===== src/rtl/six_axis_force_torque_calibration_macros.svh =====
`ifndef SIX_AXIS_FORCE_TORQUE_CALIBRATION_MACROS_SVH
`define SIX_AXIS_FORCE_TORQUE_CALIBRATION_MACROS_SVH

// same-cycle implication, sampled on clk, off during rst
`define FTC_ASSERT_IMP(name, ante, cons) \
  name: assert property (@(posedge clk) disable iff (rst) (ante) |-> (cons)) \
    else $error("ftc: assertion failed");

// next-cycle implication, sampled on clk, off during rst
`define FTC_ASSERT_NXT(name, ante, cons) \
  name: assert property (@(posedge clk) disable iff (rst) (ante) |=> (cons)) \
    else $error("ftc: assertion failed");

`endif


===== src/rtl/ftc_pkg.sv =====
package ftc_pkg;

  localparam int CHANNELS = 6;
  localparam int AXES     = 6;
  localparam int IDX_W    = 6;
  localparam int MTX_N    = CHANNELS * CHANNELS;
  localparam int MTX_AW   = (MTX_N > 1) ? $clog2(MTX_N) : 1;
  localparam int COL_W    = (CHANNELS > 1) ? $clog2(CHANNELS) : 1;
  localparam int PROD_W   = 32;
  localparam int ACC_W    = PROD_W + COL_W + 1;
  localparam int SAT_W    = 40;
  localparam int PC_W     = 4;

  typedef logic signed [15:0] q15_t;

  localparam logic [2:0] KIND_CONVERT  = 3'd0;
  localparam logic [2:0] KIND_LOAD_MTX = 3'd1;
  localparam logic [2:0] KIND_LOAD_OFS = 3'd2;
  localparam logic [2:0] KIND_SET_TARE = 3'd3;
  localparam logic [2:0] KIND_CAPTURE  = 3'd4;
  localparam logic [2:0] KIND_CLEAR    = 3'd5;

  // microprogram addresses
  localparam logic [PC_W-1:0] PC_IDLE       = 4'd0;
  localparam logic [PC_W-1:0] PC_CONV_PREP  = 4'd1;
  localparam logic [PC_W-1:0] PC_CONV_MAC   = 4'd2;
  localparam logic [PC_W-1:0] PC_CONV_DRAIN = 4'd3;
  localparam logic [PC_W-1:0] PC_CONV_WAIT  = 4'd4;
  localparam logic [PC_W-1:0] PC_CONV_OUT   = 4'd5;
  localparam logic [PC_W-1:0] PC_CAP_PREP   = 4'd6;
  localparam logic [PC_W-1:0] PC_CAP_MAC    = 4'd7;
  localparam logic [PC_W-1:0] PC_CAP_DRAIN  = 4'd8;
  localparam logic [PC_W-1:0] PC_CAP_APPLY  = 4'd9;
  localparam logic [PC_W-1:0] PC_LD_MTX     = 4'd10;
  localparam logic [PC_W-1:0] PC_LD_OFS     = 4'd11;
  localparam logic [PC_W-1:0] PC_SET_TARE   = 4'd12;
  localparam logic [PC_W-1:0] PC_CLR_TARE   = 4'd13;
  localparam logic [PC_W-1:0] PC_SKIP       = 4'd14;

  typedef enum logic [3:0] {
    OP_NOP      = 4'd0,
    OP_PREP     = 4'd1,
    OP_MAC      = 4'd2,
    OP_OUT      = 4'd3,
    OP_CAPT     = 4'd4,
    OP_LD_MTX   = 4'd5,
    OP_LD_OFS   = 4'd6,
    OP_SET_TARE = 4'd7,
    OP_CLR_TARE = 4'd8
  } uop_t;

  typedef enum logic [2:0] {
    J_NEXT      = 3'd0,
    J_GOTO      = 3'd1,
    J_DISPATCH  = 3'd2,
    J_MAC_LOOP  = 3'd3,
    J_PIPE_WAIT = 3'd4,
    J_OUT_WAIT  = 3'd5
  } jmp_t;

  typedef struct packed {
    uop_t            op;
    jmp_t            jmp;
    logic [PC_W-1:0] target;
    logic            done;
  } uword_t;

  typedef struct packed {
    logic mac_last;
    logic pipe_busy;
    logic out_busy;
  } dp_status_t;

  function automatic uword_t ucode(input logic [PC_W-1:0] pc);
    uword_t w;
    unique case (pc)
      PC_IDLE:       w = '{op: OP_NOP,      jmp: J_DISPATCH,  target: PC_IDLE, done: 1'b0};
      PC_CONV_PREP:  w = '{op: OP_PREP,     jmp: J_NEXT,      target: PC_IDLE, done: 1'b0};
      PC_CONV_MAC:   w = '{op: OP_MAC,      jmp: J_MAC_LOOP,  target: PC_IDLE, done: 1'b0};
      PC_CONV_DRAIN: w = '{op: OP_NOP,      jmp: J_PIPE_WAIT, target: PC_IDLE, done: 1'b0};
      PC_CONV_WAIT:  w = '{op: OP_NOP,      jmp: J_OUT_WAIT,  target: PC_IDLE, done: 1'b0};
      PC_CONV_OUT:   w = '{op: OP_OUT,      jmp: J_GOTO,      target: PC_IDLE, done: 1'b1};
      PC_CAP_PREP:   w = '{op: OP_PREP,     jmp: J_NEXT,      target: PC_IDLE, done: 1'b0};
      PC_CAP_MAC:    w = '{op: OP_MAC,      jmp: J_MAC_LOOP,  target: PC_IDLE, done: 1'b0};
      PC_CAP_DRAIN:  w = '{op: OP_NOP,      jmp: J_PIPE_WAIT, target: PC_IDLE, done: 1'b0};
      PC_CAP_APPLY:  w = '{op: OP_CAPT,     jmp: J_GOTO,      target: PC_IDLE, done: 1'b1};
      PC_LD_MTX:     w = '{op: OP_LD_MTX,   jmp: J_GOTO,      target: PC_IDLE, done: 1'b1};
      PC_LD_OFS:     w = '{op: OP_LD_OFS,   jmp: J_GOTO,      target: PC_IDLE, done: 1'b1};
      PC_SET_TARE:   w = '{op: OP_SET_TARE, jmp: J_GOTO,      target: PC_IDLE, done: 1'b1};
      PC_CLR_TARE:   w = '{op: OP_CLR_TARE, jmp: J_GOTO,      target: PC_IDLE, done: 1'b1};
      PC_SKIP:       w = '{op: OP_NOP,      jmp: J_GOTO,      target: PC_IDLE, done: 1'b1};
      default:       w = '{op: OP_NOP,      jmp: J_GOTO,      target: PC_IDLE, done: 1'b0};
    endcase
    return w;
  endfunction

  function automatic logic [PC_W-1:0] dispatch(input logic [2:0] kind);
    logic [PC_W-1:0] pc;
    unique case (kind)
      KIND_CONVERT:  pc = PC_CONV_PREP;
      KIND_LOAD_MTX: pc = PC_LD_MTX;
      KIND_LOAD_OFS: pc = PC_LD_OFS;
      KIND_SET_TARE: pc = PC_SET_TARE;
      KIND_CAPTURE:  pc = PC_CAP_PREP;
      KIND_CLEAR:    pc = PC_CLR_TARE;
      default:       pc = PC_SKIP;
    endcase
    return pc;
  endfunction

  function automatic q15_t sat16(input logic signed [SAT_W-1:0] v);
    q15_t r;
    if (v > SAT_W'(32767)) begin
      r = 16'sh7fff;
    end else if (v < SAT_W'(-32768)) begin
      r = 16'sh8000;
    end else begin
      r = v[15:0];
    end
    return r;
  endfunction

endpackage


===== src/rtl/ftc_seq.sv =====
`include "six_axis_force_torque_calibration_macros.svh"

module ftc_seq
  import ftc_pkg::*;
(
  input  logic       clk,
  input  logic       rst,
  input  logic       item_v,
  input  logic [2:0] kind,
  input  dp_status_t st,
  output uword_t     cw
);

  logic [PC_W-1:0] pc;
  logic [PC_W-1:0] pc_next;

  assign cw = ucode(pc);

  always_comb begin
    unique case (cw.jmp)
      J_NEXT:      pc_next = pc + PC_W'(1);
      J_GOTO:      pc_next = cw.target;
      J_DISPATCH:  pc_next = item_v ? dispatch(kind) : pc;
      J_MAC_LOOP:  pc_next = st.mac_last ? pc + PC_W'(1) : pc;
      J_PIPE_WAIT: pc_next = st.pipe_busy ? pc : pc + PC_W'(1);
      J_OUT_WAIT:  pc_next = st.out_busy ? pc : pc + PC_W'(1);
      default:     pc_next = PC_IDLE;
    endcase
  end

  always_ff @(posedge clk) begin
    if (rst) begin
      pc <= PC_IDLE;
    end else begin
      pc <= pc_next;
    end
  end

  `FTC_ASSERT_IMP(a_done_has_item, cw.done, item_v)
  `FTC_ASSERT_NXT(a_mac_loop_holds, cw.op == OP_MAC && !st.mac_last, cw.op == OP_MAC)

endmodule


===== src/rtl/ftc_dp.sv =====
`include "six_axis_force_torque_calibration_macros.svh"

module ftc_dp
  import ftc_pkg::*;
(
  input  logic             clk,
  input  logic             rst,
  input  uop_t             op,
  input  logic [IDX_W-1:0] entry_index,
  input  q15_t             load_value,
  input  q15_t             sample [AXES],
  input  logic             result_stall,
  output logic             result_valid,
  output q15_t             res [AXES],
  output dp_status_t       st
);

  q15_t mtx_mem [MTX_N];
  q15_t ofs  [CHANNELS];
  q15_t tare [CHANNELS];
  q15_t x    [CHANNELS];
  q15_t y    [CHANNELS];

  logic [MTX_AW-1:0] addr;
  logic [COL_W-1:0]  col;
  logic [COL_W-1:0]  row;
  logic              mac_last;
  logic              col_last;

  logic              rd_v;
  q15_t              rd_data;
  logic [COL_W-1:0]  rd_col;
  logic [COL_W-1:0]  rd_row;
  logic              rd_first;
  logic              rd_last;

  logic                     prod_v;
  logic signed [PROD_W-1:0] prod;
  logic [COL_W-1:0]         prod_row;
  logic                     prod_first;
  logic                     prod_last;

  logic signed [ACC_W-1:0] acc;
  logic                    fin_v;
  logic [COL_W-1:0]        fin_row;
  logic signed [SAT_W-1:0] acc_bias;

  logic mtx_wr_ok;
  logic ch_wr_ok;

  assign mac_last  = addr == MTX_AW'(MTX_N - 1);
  assign col_last  = col == COL_W'(CHANNELS - 1);
  assign mtx_wr_ok = entry_index < IDX_W'(MTX_N);
  assign ch_wr_ok  = entry_index < IDX_W'(CHANNELS);
  // floor((acc + 2^14) / 2^15)
  assign acc_bias  = SAT_W'(acc) + SAT_W'(16384);

  assign st.mac_last  = mac_last;
  assign st.pipe_busy = rd_v | prod_v | fin_v;
  assign st.out_busy  = result_valid & result_stall;

  always_ff @(posedge clk) begin
    if (op == OP_LD_MTX && mtx_wr_ok) begin
      mtx_mem[entry_index[MTX_AW-1:0]] <= load_value;
    end
    rd_data <= mtx_mem[addr];
  end

  always_ff @(posedge clk) begin
    if (rst) begin
      rd_v   <= 1'b0;
      prod_v <= 1'b0;
      fin_v  <= 1'b0;
    end else begin
      rd_v   <= op == OP_MAC;
      prod_v <= rd_v;
      fin_v  <= prod_v & prod_last;
    end
  end

  // MAC pipeline: matrix read, multiply, accumulate, round
  always_ff @(posedge clk) begin
    if (op == OP_PREP) begin
      addr <= '0;
      col  <= '0;
      row  <= '0;
      for (int c = 0; c < CHANNELS; c++) begin
        x[c] <= sat16(SAT_W'(sample[c]) + SAT_W'(ofs[c]));
      end
    end else if (op == OP_MAC) begin
      addr <= mac_last ? addr : addr + MTX_AW'(1);
      if (col_last) begin
        col <= '0;
        row <= row + COL_W'(1);
      end else begin
        col <= col + COL_W'(1);
      end
    end
    rd_col   <= col;
    rd_row   <= row;
    rd_first <= col == '0;
    rd_last  <= col_last;

    prod       <= rd_data * x[rd_col];
    prod_row   <= rd_row;
    prod_first <= rd_first;
    prod_last  <= rd_last;

    if (prod_v) begin
      acc <= prod_first ? ACC_W'(prod) : acc + ACC_W'(prod);
    end
    fin_row <= prod_row;

    if (fin_v) begin
      y[fin_row] <= sat16(acc_bias >>> 15);
    end

    if (op == OP_LD_OFS && ch_wr_ok) begin
      ofs[entry_index[COL_W-1:0]] <= load_value;
    end

    if (op == OP_OUT) begin
      for (int r = 0; r < CHANNELS; r++) begin
        res[r] <= sat16(SAT_W'(y[r]) + SAT_W'(tare[r]));
      end
      for (int r = CHANNELS; r < AXES; r++) begin
        res[r] <= '0;
      end
    end
  end

  always_ff @(posedge clk) begin
    if (rst) begin
      for (int r = 0; r < CHANNELS; r++) begin
        tare[r] <= '0;
      end
    end else begin
      unique case (op)
        OP_SET_TARE: begin
          if (ch_wr_ok) begin
            tare[entry_index[COL_W-1:0]] <= load_value;
          end
        end
        OP_CLR_TARE: begin
          for (int r = 0; r < CHANNELS; r++) begin
            tare[r] <= '0;
          end
        end
        OP_CAPT: begin
          for (int r = 0; r < CHANNELS; r++) begin
            tare[r] <= sat16(-SAT_W'(y[r]));
          end
        end
        default: begin
        end
      endcase
    end
  end

  always_ff @(posedge clk) begin
    if (rst) begin
      result_valid <= 1'b0;
    end else if (op == OP_OUT) begin
      result_valid <= 1'b1;
    end else if (!result_stall) begin
      result_valid <= 1'b0;
    end
  end

  `FTC_ASSERT_IMP(a_out_not_blocked, op == OP_OUT, !(result_valid && result_stall))
  `FTC_ASSERT_IMP(a_apply_after_drain, op == OP_OUT || op == OP_CAPT, !st.pipe_busy)

endmodule


===== src/rtl/six_axis_force_torque_calibration.sv =====
// Six-axis force/torque calibration.
// Input channel (sample_valid / sample_stall): one beat carries kind, entry_index,
// load_value and six raw Q15 strain samples. sample_stall is high while an item is
// being worked on; the block takes one item at a time.
// Output channel (result_valid / result_stall): a convert beat yields one result
// beat of six Q15 values; all other kinds yield none.
// Convert and capture-tare run 36 multiply-accumulates through the single multiplier
// and matrix read port, then drain the pipeline; a convert then writes the result
// register, a capture-tare writes the tare entries. The next item is taken once the
// current one is done. Loads and set/clear tare skip the multiply-accumulate loop.
// A held result does not block the next item; a following convert waits before
// writing the result register until the previous beat is taken.
// Reset clears the sequencer, the handshakes and all tare entries; matrix and
// calibration offsets hold nothing defined until loaded.
module six_axis_force_torque_calibration
  import ftc_pkg::*;
(
  input  logic             clk,
  input  logic             rst,
  input  logic             sample_valid,
  output logic             sample_stall,
  input  logic [2:0]       kind,
  input  logic [IDX_W-1:0] entry_index,
  input  q15_t             load_value,
  input  q15_t             sample_ch0,
  input  q15_t             sample_ch1,
  input  q15_t             sample_ch2,
  input  q15_t             sample_ch3,
  input  q15_t             sample_ch4,
  input  q15_t             sample_ch5,
  output logic             result_valid,
  input  logic             result_stall,
  output q15_t             force_0,
  output q15_t             force_1,
  output q15_t             force_2,
  output q15_t             torque_0,
  output q15_t             torque_1,
  output q15_t             torque_2
);

  logic             item_v;
  logic [2:0]       kind_q;
  logic [IDX_W-1:0] idx_q;
  q15_t             val_q;
  q15_t             samp_q [AXES];
  q15_t             res    [AXES];
  logic             accept;
  uword_t           cw;
  dp_status_t       st;

  assign sample_stall = item_v;
  assign accept       = sample_valid & ~item_v;

  always_ff @(posedge clk) begin
    if (rst) begin
      item_v <= 1'b0;
    end else if (accept) begin
      item_v <= 1'b1;
    end else if (cw.done) begin
      item_v <= 1'b0;
    end
  end

  always_ff @(posedge clk) begin
    if (accept) begin
      kind_q    <= kind;
      idx_q     <= entry_index;
      val_q     <= load_value;
      samp_q[0] <= sample_ch0;
      samp_q[1] <= sample_ch1;
      samp_q[2] <= sample_ch2;
      samp_q[3] <= sample_ch3;
      samp_q[4] <= sample_ch4;
      samp_q[5] <= sample_ch5;
    end
  end

  ftc_seq u_seq (
    .clk    (clk),
    .rst    (rst),
    .item_v (item_v),
    .kind   (kind_q),
    .st     (st),
    .cw     (cw)
  );

  ftc_dp u_dp (
    .clk          (clk),
    .rst          (rst),
    .op           (cw.op),
    .entry_index  (idx_q),
    .load_value   (val_q),
    .sample       (samp_q),
    .result_stall (result_stall),
    .result_valid (result_valid),
    .res          (res),
    .st           (st)
  );

  assign force_0  = res[0];
  assign force_1  = res[1];
  assign force_2  = res[2];
  assign torque_0 = res[3];
  assign torque_1 = res[4];
  assign torque_2 = res[5];

endmodule

===== config.mk =====
export PLATFORM = sky130hd
export DESIGN_NAME = six_axis_force_torque_calibration
export DESIGN_NICKNAME = d
export VERILOG_FILES = /design/src/rtl/ftc_pkg.sv /design/src/rtl/ftc_seq.sv /design/src/rtl/ftc_dp.sv /design/src/rtl/six_axis_force_torque_calibration.sv
export VERILOG_INCLUDE_DIRS = /design/src /design/src/rtl
export SDC_FILE = /design/constraint.sdc
export NUM_CORES = 2
export LEC_CHECK = 0
export BUFFER_PORTS_ARGS = -buffer_cell sky130_fd_sc_hd__buf_2
export CORE_MARGIN = 10
export CORE_UTILIZATION = 68
export CTS_CLUSTER_DIAMETER = 50
export DETAILED_ROUTE_END_ITERATION = 8
export GPL_TIMING_DRIVEN = 0
export PLACE_DENSITY = 0.82
export SLEW_MARGIN = 20
export SYNTH_ARGS = -nofsm -noshare
export SYNTH_HDL_FRONTEND = slang
export SYNTH_SLANG_ARGS = --single-unit

===== constraint.sdc =====
create_clock -name clk -period 15.1 [get_ports clk]
set_clock_uncertainty 0.05 [all_clocks]
set_input_delay 1.51 -clock clk [delete_from_list [all_inputs] [get_ports clk]]
set_output_delay 1.51 -clock clk [all_outputs]
set_load 0.01 [all_outputs]

==> results.ini <==
[sta]
fin_setup_tns_ps = 0
final.min_clock_period_ps = 8900
hold_viol_final = 0
slew_violations = 0
finalCritPeriodShare = 0.589
setup_viol = 0
worst_pin_slew_ps = 1210
fmax_ghz = 0.112
slew_headroom = 0.194
rsz0062_at_grt = false

[synth]
async_flop_share = 0
synth_edf_count = 1213
syn-mean-instance-area_um2 = 13.5
netlist_instances = 5217
synth.most_common_cell = edfxtp_1
synth_area_leaders = edfxtp_1 (52%), fa_1 (7.8%), mux4_2 (6.2%)
synth_flop_cell = edfxtp_1
synth-seq-cells = 1306
yosysSeqAreaShare = 0.545
netlist_top_cells_count = edfxtp_1 (1213), inv_1 (423), nand2_1 (385), ha_1 (338), nor2_1 (280)
synthesis.nets = 5955
synthDistinctLibCells = 110
synth_area_um2 = 70300
synth_top_area_share = 0.518
synth.largest_area_cell = edfxtp_1
synth_warnings = 0

[floorplan]
die_y_um = 341
core_area_um2 = 102000
initial_utilization = 0.688
rows = 117
die_area_um2 = 117000
die_x_um = 341
ios = 223

[worst_setup_path]
end_kind = flop
worstPathArrival_ps = 9540
timing.critical_path.mode_cell = fa_1
crit_path_top_delay_cell = a21oi_1
path_max_fanout = 10
crit_path_max_incr_delay_ps = 840
cp-start-kind = flop
critPathKind = flop to flop
rrSetupSlack_ps = 6200
required_ps = 15740

[final_layout]
multi_input_area_um2 = 29800
ff_latch_area_um2 = 38300
fillers = 5816
drive_gt1_frac = 0.167
final_nets = 6430
synthToLayoutAreaGrowth_pct = 13.3

[grt]
overflow = 0
antenna_found_initial = 11
grt_pass1_wl_mm = 294
grt_max_degree = 55
grt_pass1_vias = 48221
track_usage = 0.335

[clocking]
postCtsSetupBuffers = 0
cts_resized = 0
clock_path_buffers = 3
cts_tree = done
root_buffer = clkbuf_16
cts_made_buffers = 142
clk_latency_ps = 770
postCtsHoldBufs = 0
clkTransAtPathRegs_ps = 70
cts_max_level = 4
clock_sinks = 1306

[routing]
wl_per_cell_um = 27.2
viasPerCell = 6.61
drt_first_pass_iters = 7
vias = 47510
wl_mm = 195
drc = 0
drtIter0Drc = 6191
ant_nets = 0

[flow_run]
maxCapViolations = 0

[place]
portBuffers = 222
dpl.hpwl_mm = 137
routabilityCongestion = 0.957

[outcome]
status = finished clean

[min_path]
hold_class = flop to flop

[logic make-up after synthesis]
logic type	count (synthesis)	synth area share
compound gates	968	0.0916
xor+xnor	303	0.0379
fa+ha+maj	639	0.142
buf+inv	587	0.0333
flops	1306	0.545
mux	243	0.0691
simple gates	1171	0.0809
[layout make-up]
cell class                 instances  area share
inverter                         425      0.0201
sequential                      1306       0.481
timing repair buffer             331      0.0335
clock inverter                    88      0.0122
antenna                            8    0.000251
buffer                           162     0.00938
multi-input combinational       3324       0.375
tap                             1368      0.0215
clock buffer                     175      0.0477
[sequential cells by signal, summed over array words and instances (netlist names), 4 cells and up, named ones only]
signal and count:
u_dp.mtx_mem 576, samp_q 96, u_dp.ofs 96, u_dp.res 96, u_dp.tare 96, u_dp.x 96
u_dp.y 96, u_dp.acc 36, u_dp.prod 32, u_dp.rd_data 16, val_q 16, u_seq.cw 8
idx_q 6, u_dp.addr 6, u_seq.pc 4
[final timing paths]
| path | endpoint | cells past startpoint | start |
|---|---|---|---|
| hold reg to reg | u_dp.prod_row[0] | 0 | u_dp.rd_row[0] |
| setup reg to reg | u_dp.prod[24] | 29 | flop |
| hold / removal | u_dp.prod_row[0] | 0 | u_dp.rd_row[0] |
| setup / recovery | u_dp.prod[24] | 29 | flop |
[per-stage QoR]
step	hold WS [ps]	util	instance area, um^2	worst slack [ps]	instances
final	279	0.779	79600	6200	7187
after global routing	288	0.779	79600	5860	7181
after CTS	280	0.779	79600	6310	7179
after detailed placement	267	0.732	74800	6390	6916
after global placement	261	0.715	73100	5110	6807
after floorplan	260	-	70300	7600	5217
[metal layers]
layer,wire length [um],part of all wire,vias up,global-route usage
met5,61,0.00031,-,0
met1,68300,0.35,23305,0.423
li1,-,-,20202,-
met4,11000,0.056,8,0.162
met2,91900,0.47,3229,0.541
met3,24000,0.12,766,0.0867
[layout by cell type (no fill, tap or decap), types with 20 or more instances in the layout]
cell type | netlist | routed
edfxtp_1 | 1213 | 1213
inv_1 | 423 | 422
nand2_1 | 385 | 385
ha_1 | 338 | 338
buf_2 | 53 | 277
fa_1 | 275 | 275
a21oi_1 | 237 | 236
nor2_1 | 280 | 235
mux4_2 | 193 | 193
xnor2_1 | 182 | 182
o21ai_0 | 167 | 145
clkbuf_16 | 0 | 143
a21o_1 | 120 | 120
xor2_1 | 120 | 120
nor2b_1 | 105 | 104
clkbuf_1 | 79 | 100
dfxtp_1 | 93 | 92
o21ai_1 | 74 | 89
nand2b_1 | 70 | 70
nor3_1 | 61 | 59
nand3_1 | 56 | 56
nor2_2 | 8 | 52
and2_1 | 50 | 50
buf_8 | 1 | 48
o21a_1 | 44 | 44
mux2i_1 | 44 | 44
a211oi_1 | 43 | 43
buf_6 | 3 | 36
a221o_1 | 31 | 31
o21bai_1 | 29 | 29
o211ai_1 | 25 | 25
o31ai_1 | 24 | 24
nor4_1 | 24 | 22
a22oi_1 | 22 | 22
buf_4 | 9 | 21
a31oi_1 | 20 | 20
[critical path: cells and delay by family, from the launching register on]
family / cells / cell delay, ps
adders and majority gates: 7 / 3500
AOI/OAI and AO/OA: 9 / 2370
buffers and inverters: 10 / 1850
and+or+nand+nor: 2 / 590
DFF: 1 / 310
muxes: 1 / 140
Power is not shown: default switching activity piles up to over one toggle a cycle in this logic, so the estimate is an artifact.
